===== config.mk =====
export PLATFORM = sky130hd
export DESIGN_NAME = heap_canary_table
export DESIGN_NICKNAME = d
export VERILOG_FILES = /design/src/rtl/hct_pkg.sv /design/src/rtl/hct_ram.sv /design/src/rtl/hct_match.sv /design/src/rtl/hct_ctrl.sv /design/src/rtl/heap_canary_table.sv
export VERILOG_INCLUDE_DIRS = /design/src /design/src/rtl
export SDC_FILE = /design/constraint.sdc
export NUM_CORES = 2
export LEC_CHECK = 0
export BUFFER_PORTS_ARGS = -buffer_cell sky130_fd_sc_hd__buf_2
export CORE_MARGIN = 1.5
export CORE_UTILIZATION = 54
export DETAILED_ROUTE_END_ITERATION = 8
export MAX_ROUTING_LAYER = met4
export PLACE_DENSITY = 0.7
export SLEW_MARGIN = 20
export SYNTH_ARGS = -nofsm -noshare
export SYNTH_HDL_FRONTEND = slang
export SYNTH_HIERARCHICAL = 1
export SYNTH_SLANG_ARGS = --single-unit

===== constraint.sdc =====
create_clock -name clk -period 7.3 [get_ports clk]
set_input_delay 0.365 -clock clk [delete_from_list [all_inputs] [get_ports clk]]
set_output_delay 0.365 -clock clk [all_outputs]
set_load 0.05 [all_outputs]

===== src/rtl/heap_canary_table_macros.svh =====
// ----------------------------------------------------------------------------
// Heap canary table assertion macros
// Concurrent assertion helpers; compiled out when SYNTH is defined.
// ----------------------------------------------------------------------------
`ifndef HEAP_CANARY_TABLE_MACROS_SVH
`define HEAP_CANARY_TABLE_MACROS_SVH

`ifndef SYNTH
// property must hold at every clock outside reset
`define HCT_ASSERT(lbl, ck, rstn, prop) \
	lbl: assert property (@(posedge ck) disable iff (!rstn) prop) \
		else $error("heap canary table: assertion failed");
// expression must never be true outside reset
`define HCT_NEVER(lbl, ck, rstn, expr) \
	lbl: assert property (@(posedge ck) disable iff (!rstn) !(expr)) \
		else $error("heap canary table: forbidden condition seen");
`else
`define HCT_ASSERT(lbl, ck, rstn, prop)
`define HCT_NEVER(lbl, ck, rstn, expr)
`endif

`endif


===== src/rtl/hct_pkg.sv =====
// ----------------------------------------------------------------------------
// Heap canary table package
// Command and status codes, word layouts and shared structs.
// ----------------------------------------------------------------------------
package hct_pkg;

	// commands (input tuser)
	localparam logic [1:0] CMD_ADD    = 2'd0;
	localparam logic [1:0] CMD_REMOVE = 2'd1;
	localparam logic [1:0] CMD_CHECK  = 2'd2;
	localparam logic [1:0] CMD_NONE   = 2'd3;

	// result status codes
	localparam logic [2:0] ST_OK        = 3'd0;
	localparam logic [2:0] ST_FULL      = 3'd1;
	localparam logic [2:0] ST_NOT_FOUND = 3'd2;
	localparam logic [2:0] ST_MISMATCH  = 3'd3;
	localparam logic [2:0] ST_BAD_ADDR  = 3'd4;

	localparam int CMD_W        = 2;
	localparam int GADDR_W      = 32;
	localparam int CANARY_W     = 16;
	localparam int PROBE_W      = 6;
	localparam int OBS_W        = 64;
	localparam int STATUS_W     = 3;
	localparam int SLOT_W       = 6;
	localparam int COUNT_OUT_W  = 7;
	localparam int S_TDATA_W    = 120;
	localparam int M_TDATA_W    = 72;

	// canary value of a slot after the clearing pass
	localparam logic [CANARY_W-1:0] CANARY_CLEAR = 16'hFFFF;

	// compare unit verdict on one slot word
	typedef struct packed {
		logic is_free;
		logic addr_hit;
		logic canary_eq;
	} match_t;

	// one result word
	typedef struct packed {
		logic [STATUS_W-1:0]    status;
		logic [SLOT_W-1:0]      slot_index;
		logic                   mem_write_valid;
		logic [GADDR_W-1:0]     mem_write_address;
		logic [CANARY_W-1:0]    mem_write_value;
		logic [COUNT_OUT_W-1:0] active_count;
	} result_t;

endpackage


===== src/rtl/hct_ram.sv =====
// ----------------------------------------------------------------------------
// Generic RAM
// One write port, one read port, registered read data.
// ----------------------------------------------------------------------------
module hct_ram #(
	parameter int WIDTH = 48,
	parameter int DEPTH = 64
) (
	input  logic                     clk,
	input  logic                     we,
	input  logic [$clog2(DEPTH)-1:0] waddr,
	input  logic [WIDTH-1:0]         wdata,
	input  logic [$clog2(DEPTH)-1:0] raddr,
	output logic [WIDTH-1:0]         rdata
);

	logic [WIDTH-1:0] mem_q [DEPTH];
	logic [WIDTH-1:0] rdata_q;

	always_ff @(posedge clk) begin
		if (we) begin
			mem_q[waddr] <= wdata;
		end
		rdata_q <= mem_q[raddr];
	end

	assign rdata = rdata_q;

endmodule


===== src/rtl/hct_match.sv =====
// ----------------------------------------------------------------------------
// Heap canary table slot compare unit
// Judges one slot word: free, address hit, canary equal to observed word.
// ----------------------------------------------------------------------------
module hct_match #(
	parameter int AW = 32
) (
	input  logic [AW+hct_pkg::CANARY_W-1:0] slot_word,
	input  logic [AW-1:0]                   key_addr,
	input  logic [hct_pkg::OBS_W-1:0]       observed,
	output hct_pkg::match_t                 verdict
);

	logic [AW-1:0]                slot_addr;
	logic [hct_pkg::CANARY_W-1:0] slot_canary;

	assign slot_addr   = slot_word[AW-1:0];
	assign slot_canary = slot_word[AW+hct_pkg::CANARY_W-1:AW];

	always_comb begin
		verdict.is_free   = (slot_addr == '0);
		verdict.addr_hit  = (slot_addr == key_addr);
		verdict.canary_eq = (hct_pkg::OBS_W'(slot_canary) == observed);
	end

endmodule


===== src/rtl/hct_ctrl.sv =====
// ----------------------------------------------------------------------------
// Heap canary table sequencer
// Clearing pass, probe start reduction, one-slot-per-cycle scan, table update.
// ----------------------------------------------------------------------------
`include "heap_canary_table_macros.svh"

module hct_ctrl #(
	parameter int ENTRIES = 64,
	parameter int AW      = 32
) (
	input  logic                            clk,
	input  logic                            arst_n,
	// command side
	input  logic                            in_valid,
	output logic                            in_ready,
	input  logic [hct_pkg::CMD_W-1:0]       cmd,
	input  logic [AW-1:0]                   key_addr,
	input  logic [hct_pkg::CANARY_W-1:0]    canary,
	input  logic [hct_pkg::PROBE_W-1:0]     probe_start,
	input  logic [hct_pkg::OBS_W-1:0]       observed,
	// table memory
	output logic                            ram_we,
	output logic [$clog2(ENTRIES)-1:0]      ram_waddr,
	output logic [AW+hct_pkg::CANARY_W-1:0] ram_wdata,
	output logic [$clog2(ENTRIES)-1:0]      ram_raddr,
	input  logic [AW+hct_pkg::CANARY_W-1:0] ram_rdata,
	// compare unit
	output logic [AW-1:0]                   cmp_key,
	output logic [hct_pkg::OBS_W-1:0]       cmp_observed,
	input  hct_pkg::match_t                 verdict,
	// result side
	output logic                            res_valid,
	input  logic                            res_ready,
	output hct_pkg::result_t                res
);

	localparam int IW = $clog2(ENTRIES);
	localparam int CW = $clog2(ENTRIES + 1);
	localparam int WW = (CW > hct_pkg::PROBE_W) ? CW : hct_pkg::PROBE_W;
	localparam int DW = AW + hct_pkg::CANARY_W;

	localparam logic [2:0] S_CLEAR  = 3'd0;
	localparam logic [2:0] S_IDLE   = 3'd1;
	localparam logic [2:0] S_REDUCE = 3'd2;
	localparam logic [2:0] S_SCAN   = 3'd3;
	localparam logic [2:0] S_DONE   = 3'd4;

	logic [2:0]                   state_q;
	logic [IW-1:0]                idx_q;
	logic [IW-1:0]                pidx_q;
	logic                         pend_q;
	logic [CW-1:0]                steps_q;
	logic [CW-1:0]                cnt_q;
	logic [hct_pkg::CMD_W-1:0]    cmd_q;
	logic [AW-1:0]                key_q;
	logic [hct_pkg::CANARY_W-1:0] canary_q;
	logic [hct_pkg::OBS_W-1:0]    obs_q;
	logic [WW-1:0]                start_q;
	hct_pkg::result_t             res_q;

	logic             idx_last;
	logic [IW-1:0]    idx_inc;
	logic             hit;
	logic             found;
	logic             exhausted;
	logic             start_big;
	logic [CW-1:0]    cnt_d;
	hct_pkg::result_t res_idle;
	hct_pkg::result_t res_scan;

	assign idx_last  = (idx_q == IW'(ENTRIES - 1));
	assign idx_inc   = idx_last ? '0 : idx_q + 1'b1;
	assign hit       = (cmd_q == hct_pkg::CMD_ADD) ? verdict.is_free : verdict.addr_hit;
	assign found     = (state_q == S_SCAN) && pend_q && hit;
	assign exhausted = (state_q == S_SCAN) && !pend_q && (steps_q == CW'(ENTRIES));
	assign start_big = (start_q >= WW'(ENTRIES));

	assign in_ready     = (state_q == S_IDLE);
	assign res_valid    = (state_q == S_DONE);
	assign res          = res_q;
	assign cmp_key      = key_q;
	assign cmp_observed = obs_q;

	// memory port: clearing sweep, or the single update after a hit
	always_comb begin
		ram_raddr = idx_q;
		ram_we    = (state_q == S_CLEAR) || (found && (cmd_q != hct_pkg::CMD_CHECK));
		ram_waddr = (state_q == S_CLEAR) ? idx_q : pidx_q;
		if (state_q == S_CLEAR) begin
			ram_wdata = {hct_pkg::CANARY_CLEAR, {AW{1'b0}}};
		end else if (cmd_q == hct_pkg::CMD_ADD) begin
			ram_wdata = {canary_q, key_q};
		end else begin
			// freed slot keeps its canary
			ram_wdata = {ram_rdata[DW-1:AW], {AW{1'b0}}};
		end
	end

	always_comb begin
		cnt_d = cnt_q;
		if (found && (cmd_q == hct_pkg::CMD_ADD)) begin
			cnt_d = cnt_q + 1'b1;
		end else if (found && (cmd_q == hct_pkg::CMD_REMOVE) && (cnt_q != '0)) begin
			cnt_d = cnt_q - 1'b1;
		end
	end

	// result for items settled without a scan
	always_comb begin
		res_idle = '0;
		res_idle.status = (cmd != hct_pkg::CMD_NONE) ? hct_pkg::ST_BAD_ADDR : hct_pkg::ST_OK;
		res_idle.active_count = hct_pkg::COUNT_OUT_W'(cnt_q);
	end

	always_comb begin
		res_scan = '0;
		if (found) begin
			res_scan.slot_index = hct_pkg::SLOT_W'(pidx_q);
			unique case (cmd_q)
				hct_pkg::CMD_ADD: begin
					res_scan.status            = hct_pkg::ST_OK;
					res_scan.mem_write_valid   = 1'b1;
					res_scan.mem_write_address = hct_pkg::GADDR_W'(key_q);
					res_scan.mem_write_value   = canary_q;
				end
				hct_pkg::CMD_CHECK: begin
					res_scan.status = verdict.canary_eq ? hct_pkg::ST_OK : hct_pkg::ST_MISMATCH;
				end
				default: begin
					res_scan.status = hct_pkg::ST_OK;
				end
			endcase
		end else begin
			res_scan.status = (cmd_q == hct_pkg::CMD_ADD) ? hct_pkg::ST_FULL
				: hct_pkg::ST_NOT_FOUND;
		end
		res_scan.active_count = hct_pkg::COUNT_OUT_W'(cnt_d);
	end

	always_ff @(posedge clk or negedge arst_n) begin
		if (!arst_n) begin
			state_q <= S_CLEAR;
			idx_q   <= '0;
			pidx_q  <= '0;
			pend_q  <= 1'b0;
			steps_q <= '0;
			cnt_q   <= '0;
		end else begin
			unique case (state_q)
				S_CLEAR: begin
					idx_q <= idx_inc;
					if (idx_last) begin
						state_q <= S_IDLE;
					end
				end
				S_IDLE: begin
					if (in_valid) begin
						priority if (cmd == hct_pkg::CMD_NONE || key_addr == '0) begin
							state_q <= S_DONE;
						end else if (cmd == hct_pkg::CMD_ADD) begin
							state_q <= S_REDUCE;
						end else begin
							state_q <= S_SCAN;
							idx_q   <= '0;
							steps_q <= '0;
							pend_q  <= 1'b0;
						end
					end
				end
				S_REDUCE: begin
					if (!start_big) begin
						state_q <= S_SCAN;
						idx_q   <= start_q[IW-1:0];
						steps_q <= '0;
						pend_q  <= 1'b0;
					end
				end
				S_SCAN: begin
					if (found || exhausted) begin
						state_q <= S_DONE;
						cnt_q   <= cnt_d;
						pend_q  <= 1'b0;
					end else if (steps_q != CW'(ENTRIES)) begin
						pend_q  <= 1'b1;
						pidx_q  <= idx_q;
						idx_q   <= idx_inc;
						steps_q <= steps_q + 1'b1;
					end else begin
						pend_q <= 1'b0;
					end
				end
				S_DONE: begin
					if (res_ready) begin
						state_q <= S_IDLE;
					end
				end
				default: begin
					state_q <= S_IDLE;
				end
			endcase
		end
	end

	// item payload and result word
	always_ff @(posedge clk) begin
		if (state_q == S_IDLE && in_valid) begin
			cmd_q    <= cmd;
			key_q    <= key_addr;
			canary_q <= canary;
			obs_q    <= observed;
			start_q  <= WW'(probe_start);
			res_q    <= res_idle;
		end
		if (state_q == S_REDUCE && start_big) begin
			start_q <= start_q - WW'(ENTRIES);
		end
		if (found || exhausted) begin
			res_q <= res_scan;
		end
	end

	`HCT_ASSERT(a_count_bound, clk, arst_n, cnt_q <= CW'(ENTRIES))
	`HCT_ASSERT(a_scan_bound, clk, arst_n, steps_q <= CW'(ENTRIES))
	`HCT_ASSERT(a_add_has_room, clk, arst_n, (found && cmd_q == hct_pkg::CMD_ADD) |-> (cnt_q < CW'(ENTRIES)))
	`HCT_NEVER(a_no_idle_write, clk, arst_n, ram_we && (state_q == S_IDLE || state_q == S_DONE))

endmodule


===== src/rtl/heap_canary_table.sv =====
// ----------------------------------------------------------------------------
// Heap canary table
// Keeps ENTRIES pairs of guarded heap address and 16-bit canary in one RAM;
// address zero marks a free slot. An add probes from probe_start (taken modulo
// ENTRIES), wrapping, for the first free slot, stores the pair and returns a
// memory write of the canary; a remove frees the lowest slot holding the
// address; a check compares the observed 64-bit word with the stored canary.
// Each input word yields exactly one result word. After reset the block runs a
// clearing pass over every slot with tready low. A remove or check scans from
// slot zero and stops at the match; an absent address reads every slot. An
// add first reduces probe_start below ENTRIES, then scans; a full table is
// read in full. A scan is paced by the table RAM's single read port, which
// yields one slot a cycle to the shared compare unit. A zero address or an
// unused command is answered without a scan. A finished result sits in the
// output register, so the next word is taken while it waits for
// m_axis_tready; only a second finished result waits on it.
// ----------------------------------------------------------------------------
module heap_canary_table #(
	parameter int ENTRIES    = 64,
	parameter int ADDR_WIDTH = 32
) (
	input  logic                          clk,
	input  logic                          arst_n,
	// input words
	input  logic                          s_axis_tvalid,
	output logic                          s_axis_tready,
	// guarded_address[31:0], canary_value[47:32], probe_start[53:48],
	// observed_value[117:54], zero pad [119:118]
	input  logic [hct_pkg::S_TDATA_W-1:0] s_axis_tdata,
	// cmd[1:0]
	input  logic [hct_pkg::CMD_W-1:0]     s_axis_tuser,
	// result words
	output logic                          m_axis_tvalid,
	input  logic                          m_axis_tready,
	// status[2:0], slot_index[8:3], mem_write_valid[9],
	// mem_write_address[41:10], mem_write_value[57:42], active_count[64:58],
	// zero pad [71:65]
	output logic [hct_pkg::M_TDATA_W-1:0] m_axis_tdata
);

	// stored address width: the field carries 32 bits
	localparam int AW = (ADDR_WIDTH < hct_pkg::GADDR_W) ? ADDR_WIDTH : hct_pkg::GADDR_W;
	localparam int IW = $clog2(ENTRIES);
	localparam int DW = AW + hct_pkg::CANARY_W;

	// unpacked input word
	logic [AW-1:0]                   in_addr;
	logic [hct_pkg::CANARY_W-1:0]    in_canary;
	logic [hct_pkg::PROBE_W-1:0]     in_probe;
	logic [hct_pkg::OBS_W-1:0]       in_observed;

	assign in_addr     = s_axis_tdata[AW-1:0];
	assign in_canary   = s_axis_tdata[47:32];
	assign in_probe    = s_axis_tdata[53:48];
	assign in_observed = s_axis_tdata[117:54];

	// table memory and compare unit wiring
	logic                         ram_we;
	logic [IW-1:0]                ram_waddr;
	logic [DW-1:0]                ram_wdata;
	logic [IW-1:0]                ram_raddr;
	logic [DW-1:0]                ram_rdata;
	logic [AW-1:0]                cmp_key;
	logic [hct_pkg::OBS_W-1:0]    cmp_observed;
	hct_pkg::match_t              verdict;

	logic                         res_valid;
	logic                         res_ready;
	hct_pkg::result_t             res;

	// output register
	logic                         m_valid_q;
	hct_pkg::result_t             m_res_q;

	hct_ram #(
		.WIDTH (DW),
		.DEPTH (ENTRIES)
	) u_table (
		.clk   (clk),
		.we    (ram_we),
		.waddr (ram_waddr),
		.wdata (ram_wdata),
		.raddr (ram_raddr),
		.rdata (ram_rdata)
	);

	hct_match #(
		.AW (AW)
	) u_match (
		.slot_word (ram_rdata),
		.key_addr  (cmp_key),
		.observed  (cmp_observed),
		.verdict   (verdict)
	);

	hct_ctrl #(
		.ENTRIES (ENTRIES),
		.AW      (AW)
	) u_ctrl (
		.clk          (clk),
		.arst_n       (arst_n),
		.in_valid     (s_axis_tvalid),
		.in_ready     (s_axis_tready),
		.cmd          (s_axis_tuser),
		.key_addr     (in_addr),
		.canary       (in_canary),
		.probe_start  (in_probe),
		.observed     (in_observed),
		.ram_we       (ram_we),
		.ram_waddr    (ram_waddr),
		.ram_wdata    (ram_wdata),
		.ram_raddr    (ram_raddr),
		.ram_rdata    (ram_rdata),
		.cmp_key      (cmp_key),
		.cmp_observed (cmp_observed),
		.verdict      (verdict),
		.res_valid    (res_valid),
		.res_ready    (res_ready),
		.res          (res)
	);

	// take the sequencer's result whenever the output register is free or
	// being emptied this cycle
	assign res_ready = !m_valid_q || m_axis_tready;

	always_ff @(posedge clk or negedge arst_n) begin
		if (!arst_n) begin
			m_valid_q <= 1'b0;
		end else if (res_valid && res_ready) begin
			m_valid_q <= 1'b1;
		end else if (m_axis_tready) begin
			m_valid_q <= 1'b0;
		end
	end

	always_ff @(posedge clk) begin
		if (res_valid && res_ready) begin
			m_res_q <= res;
		end
	end

	assign m_axis_tvalid = m_valid_q;
	assign m_axis_tdata  = {7'b0,
		m_res_q.active_count,
		m_res_q.mem_write_value,
		m_res_q.mem_write_address,
		m_res_q.mem_write_valid,
		m_res_q.slot_index,
		m_res_q.status};

endmodule

======== Yosys cells after proc, flatten, opt, wreduce, memory -nomap -nowiden ========
Memories as Yosys holds them, arrays and structs flattened. A register that Yosys moved wholly into a read port is not among the register bits.
Index checks and enable logic that the tools add are counted.
W data, S select, Z words.
storage, ports and cells
  word-level logic and storage cells ...... 140
  memories ................................ 1
  RAM bits ................................ 3072
  register bits after elaboration ......... 282
  output and inout port bits .............. 74
cells by class
  multiplexer cells ....................... 51
  $lt $le $gt $ge ......................... 1
  reduce and logical (&&, ||, !) cells .... 34
  equality and inequality tests ........... 23
  add/subtract/negate cells ............... 5
  bitwise operators ....................... 1
memory list
  memory         depth  bits a word  read ports  clocked after memory_dff  write ports  line           source
  u_table.mem_q  64     48           1           1                         1            hct_ram.sv:17  logic [WIDTH-1:0] mem_q [DEPTH];
operators by type and width
  operator               count
  $mux W65               2
  $mux W48               2
  $mux W7                10
  $eq A16 B64 Y1         1
  $logic_not A32 Y1      2
  $mux W55               1
  $mux W49               1
  $mux W6                8
  $eq A32 B32 Y1         1
  $mux W3                9
  $pmux W6 S4            1
  $pmux W7 S3            1
  $ne A2 B2 Y1 const B   9
  $pmux W3 S5            1
  $add A7 B1 Y7 const B  2
  $reduce_and A7 Y1      2
  $mux W1                12
  $logic_and A1 B1 Y1    11
  $reduce_and A5 Y1      2
  $eq A7 B7 Y1 const B   1
  $ge A7 B7 Y1 const B   1
  $ne A7 B7 Y1 const B   1
  $reduce_bool A7 Y1     1
  $sub A7 B1 Y7 const B  1
  21 further kinds       32

======== Depth between registers and ports, before layout ========
  depth after elaboration ................. 8
  gate-level depth with buffers ........... 11

======== By module ========
Netlist, hierarchy kept.
by module, submodules not included
  module             area an instance (µm²)  times used  cells each
  hct_ram            117117.3                1           4970
  hct_ctrl           8593.2                  1           591
  heap_canary_table  2062.0                  1           77
  hct_match          716.9                   1           91

======== Worst setup path before layout ========
OpenSTA, ideal clock, no wires.
  path kind ............................... reg-to-reg
  start ................................... register u_ctrl.key_q[31], in the netlist u_ctrl/cmp_key[31]
  end ..................................... register u_ctrl.res_q (netlist bit u_ctrl/res[0]), enable pin
  stages on the path, launching flop included .. 9
  required time ........................... 6720 ps
  clock period less this slack ............ 6599 ps
  setup time .............................. 580 ps
  slack ................................... 701 ps
  arrival time ............................ 6019 ps
  cell sequence ........................... edfxtp_1 xor2_1 nor4_1 nand4_1 nor2_1 o211a_1 nor2_1 o21a_1 o21ai_0
RTL lines
  what                    line             source
  from (decl)             hct_ctrl.sv:55   logic [AW-1:0] key_q;
  from (signal assigned)  hct_ctrl.sv:208  key_q <= key_addr;
  to (signal assigned)    hct_ctrl.sv:212  res_q <= res_idle;
  to (signal assigned)    hct_ctrl.sv:218  res_q <= res_scan;
  to (decl)               hct_ctrl.sv:59   hct_pkg::result_t res_q;

==> impl_metrics.csv <==
group,metric,value,unit
sta,clock_skew,0.0923,ns
setup_path,critPathCaptureType,"register",
setup_path,regToRegStartpoint,"u_ctrl/cmp_key[31]",
drt,first_pass_iters,6,
power,power_density,377,nW/um2
clock_tree,ctsHoldBuffers,123,
clock_tree,cts_made_buffers,349,
finish,syn2layout_area_growth,14.3,%
yosys,synth.distinct_cells,69,
placed_design,placed_cell_area,134000,um2
yosys,syn_inst,5729,
yosys,synth_seq_cells,3402,
finish,final_net_count,6417,
clock_tree,cts_sinks,3402,
drt,post_drt_wl_per_cell,34.6,um
drt,drc,0,
sta,rsz0062_at_grt,"false",
floorplanning,die_area,241000,um2
sta,fin_crit,5.43,ns
yosys,synthTopCellsByArea,"edfxtp_1 78%, mux4_2 13%, dfxtp_1 0.75%",
floorplanning,die_x,491,um
sta,period_share,74.3,%
sta,slew_violations,0,
drt,dr.first_iter.drc_count,9484,
sta,finalSetupViolations,0,
job,max-cap-violations,0,
drt,drtAntennaViolNets,0,
finish,fin_area,147000,um2
yosys,ys_warn_count,6,
sta,hold_viol,0,
grt,grt_overflow,0,
yosys,seq_area_frac_synth,79.0,%
grt,grt_max_degree,114,
placed_design,portBuffers,190,
power,power,0.0554,W
clock_tree,post_cts_resized,0,
clock_tree,cts_tree,"yes",
clock_tree,post_cts_buffers,0,
clock_tree,htree_num_levels,5,
grt,grt_first_pass_wirelength,474,mm
clock_tree,worstSkewPairLatency,0.97,ns
sta,setup_slack,1.87,ns
grt,first_global_vias,63600,
setup_path,startpoint_type,"register",
power,power.leakage,46.7,nW
sta,timing.fmax,0.184,GHz
floorplanning,initial_core_util,54.5,%
sta,worst_hold_slack,0.0727,ns
yosys,synth-edff-count,3323,
run_status,status,"complete, no violations",
setup_path,startpoint,"u_ctrl/cmp_key[31]",
grt,grt_usage,28.7,%
grt,antenna_found_initial,27,
yosys,synthArstFlopShare,0.911,%
floorplanning,io_pins,200,
placed_design,hpwlAfterDp,196,mm
finish,drive_gt1_share,27.8,%
yosys,synthFlopType,"edfxtp_1",
drt,vias,64700,
worst_hold_path,hold_path.class,"input port to asynchronous set/reset pin",
yosys,yosysTopAreaCell,"edfxtp_1",
clock_tree,clk_pin_slew,0.07,ns
drt,vias_per_cell,6.64,
floorplanning,coreArea,236000,um2
yosys,netlist_area,128000,um2
clock_tree,cts_root_buf,"clkbuf_16",
placed_design,dpl_worst_slack,2.10,ns
drt,wl,337,mm
floorplanning,row_count,178,
setup_path,cp.required,7.89,ns
setup_path,cp_data_arrival_time,6.01,ns
clock_tree,clock_path_buffers,4,
sta,worst_slew_pin_slew,1.30,ns
floorplanning,die_h,491,um
setup_path,critPathMaxFanout,33,
placed_design,place_congestion,0.910,
setup_path,worstSetupPathType,"register to register",
sta,relSlewSlack,12.7,%
yosys,synth_top_area_share,77.7,%
power,vdd_drop_max,0.335,mV
yosys,synth.avg_cell_area,22.4,um2
sta,finalSetupTns,0,ns
==> cell usage after synthesis (all sizes together) (8+ instances only) <==
cell	instances
o221ai	29
nand2	103
o22ai	122
a22o	59
nand2b	14
xor2	40
and3	70
mux2i	65
o21ai	15
a211oi	35
a31oi	12
nor4	38
mux2	25
edfxtp	3323
a21oi	83
nor3	8
and2	14
a311oi	11
dfxtp	48
inv	13
a221oi	83
nand3	32
nor2b	32
buf	200
dfrtp	31
xnor2	19
clkbuf	122
nand4	18
nor2	166
a22oi	72
mux4	754
==> worst max-delay path, cell delays in order, from the launching register on <==
cell      delay [ns]
edfxtp_1        0.42
xor2_1          0.17
nor4_1          0.39
nand4_1         0.19
nor2_1          0.68
o211a_1         0.31
o21ai_2         0.10
o21ai_1         0.17
buf_4           0.23
nor2b_1         0.30
nand3_1         0.70
nor2_4          0.96
buf_12          0.37
==> routing by layer <==
metal | up-vias | track usage, % | wire length [um]
met5 | - | - | 0
met1 | 34300 | 40.1 | 126000
met3 | 623 | 6.00 | 40600
li1 | 25600 | - | -
met4 | 0 | 10.5 | 12000
met2 | 4229 | 42.2 | 159000
==> report_power, final <==
| group | total (W) | internal (W) | switching (W) |
|---|---|---|---|
| Clock | 0.0173 | 0.0101 | 0.00719 |
| Combinational | 0.0139 | 0.00499 | 0.00887 |
| Sequential | 0.0243 | 0.0237 | 0.000546 |
| Total | 0.0554 | 0.0388 | 0.0166 |
==> kinds of logic (layout without fill, tap and decap cells) <==
kind of cell,Yosys count,after routing,synth area share [%]
multiplexers,844,844,13.9
AND/OR/NAND/NOR,525,525,2.06
buffers and inverters,335,1153,1.36
adder cells (fa/ha/maj),5,5,0.0487
AO/OA/AOI/OAI,557,557,3.17
XOR/XNOR,59,59,0.402
flip-flops,3402,3402,79.0
other,2,55,0.00584
==> state kept, by name, indices dropped and copies added, names as in the netlist <==
| register | flops |
|---|---|
| u_ctrl/ram_raddr | 6 |
| m_axis_tdata | 65 |
| u_ctrl/cmp_key | 32 |
| u_ctrl/cnt_q | 7 |
| u_ctrl/cmd_q | 2 |
| m_axis_tvalid | 1 |
| u_table/rdata | 48 |
| u_ctrl/state_q | 3 |
| u_ctrl/pidx_q | 6 |
| u_table/mem_q | 3072 |
| u_ctrl/res | 65 |
| u_ctrl/canary_q | 16 |
| u_ctrl/start_q | 7 |
| u_ctrl/cmp_observed | 64 |
| u_ctrl/steps_q | 7 |
| u_ctrl/pend_q | 1 |
==> stage by stage <==
stage,util [%],cells
2_1_floorplan,-,5735
3_3_place_gp,56.9,8953
3_5_place_dp,57.0,8959
4_1_cts,62.2,9700
5_1_grt,62.2,9746
6_report,62.3,9750
==> placed cells by master, fill, tap and decap left out, types with 14 or more instances in the layout <==
cell type         n
and3_1           39
xor2_1           40
buf_12           28
a22o_1           59
o22ai_1         122
nand3_1          16
dfxtp_1          48
nor2_4           65
nand3_2          14
clkinv_1         69
clkbuf_16       354
diode_2          47
xnor2_1          19
o221ai_1         29
mux2i_1          65
a22oi_1          72
mux2_2           25
nand4_1          18
nor2_1           99
clkinv_2         56
buf_2           190
bufinv_16        33
and3_2           20
nand2_1         101
a221oi_1         83
buf_4           173
nor4_1           33
clkbuf_1         76
dlygate4sd3_1   123
mux4_2          754
a21oi_1          83
a211oi_1         29
dfrtp_1          26
nor2b_1          28
edfxtp_1       3323
==> final cells by class <==
type                            count  area (um2)
Timing Repair Buffer              522        4240
Sequential cell                  3402      102000
Tap cell                         3150        3940
Clock buffer                      434        9200
Inverter                           13        51.3
Clock inverter                    184        1750
Multi-Input combinational cell   1998       26000
Antenna cell                       47         118
Fill cell                       15600       89000
==> worst paths after layout <==
kind                                         end  slack [ns]  cells past startpoint
setup / recovery           u_table/mem_q[22][20]        1.87                     12
setup reg to reg           u_table/mem_q[22][20]        1.87                     12
max in group asynchronous    u_ctrl/ram_raddr[2]        6.64                      2
min in group clk              u_ctrl/canary_q[8]        0.14                      2
hold reg to reg                 m_axis_tdata[36]        0.40                      0
hold / removal               u_ctrl/ram_raddr[5]        0.07                      2
(Power assumes the default switching activity.)
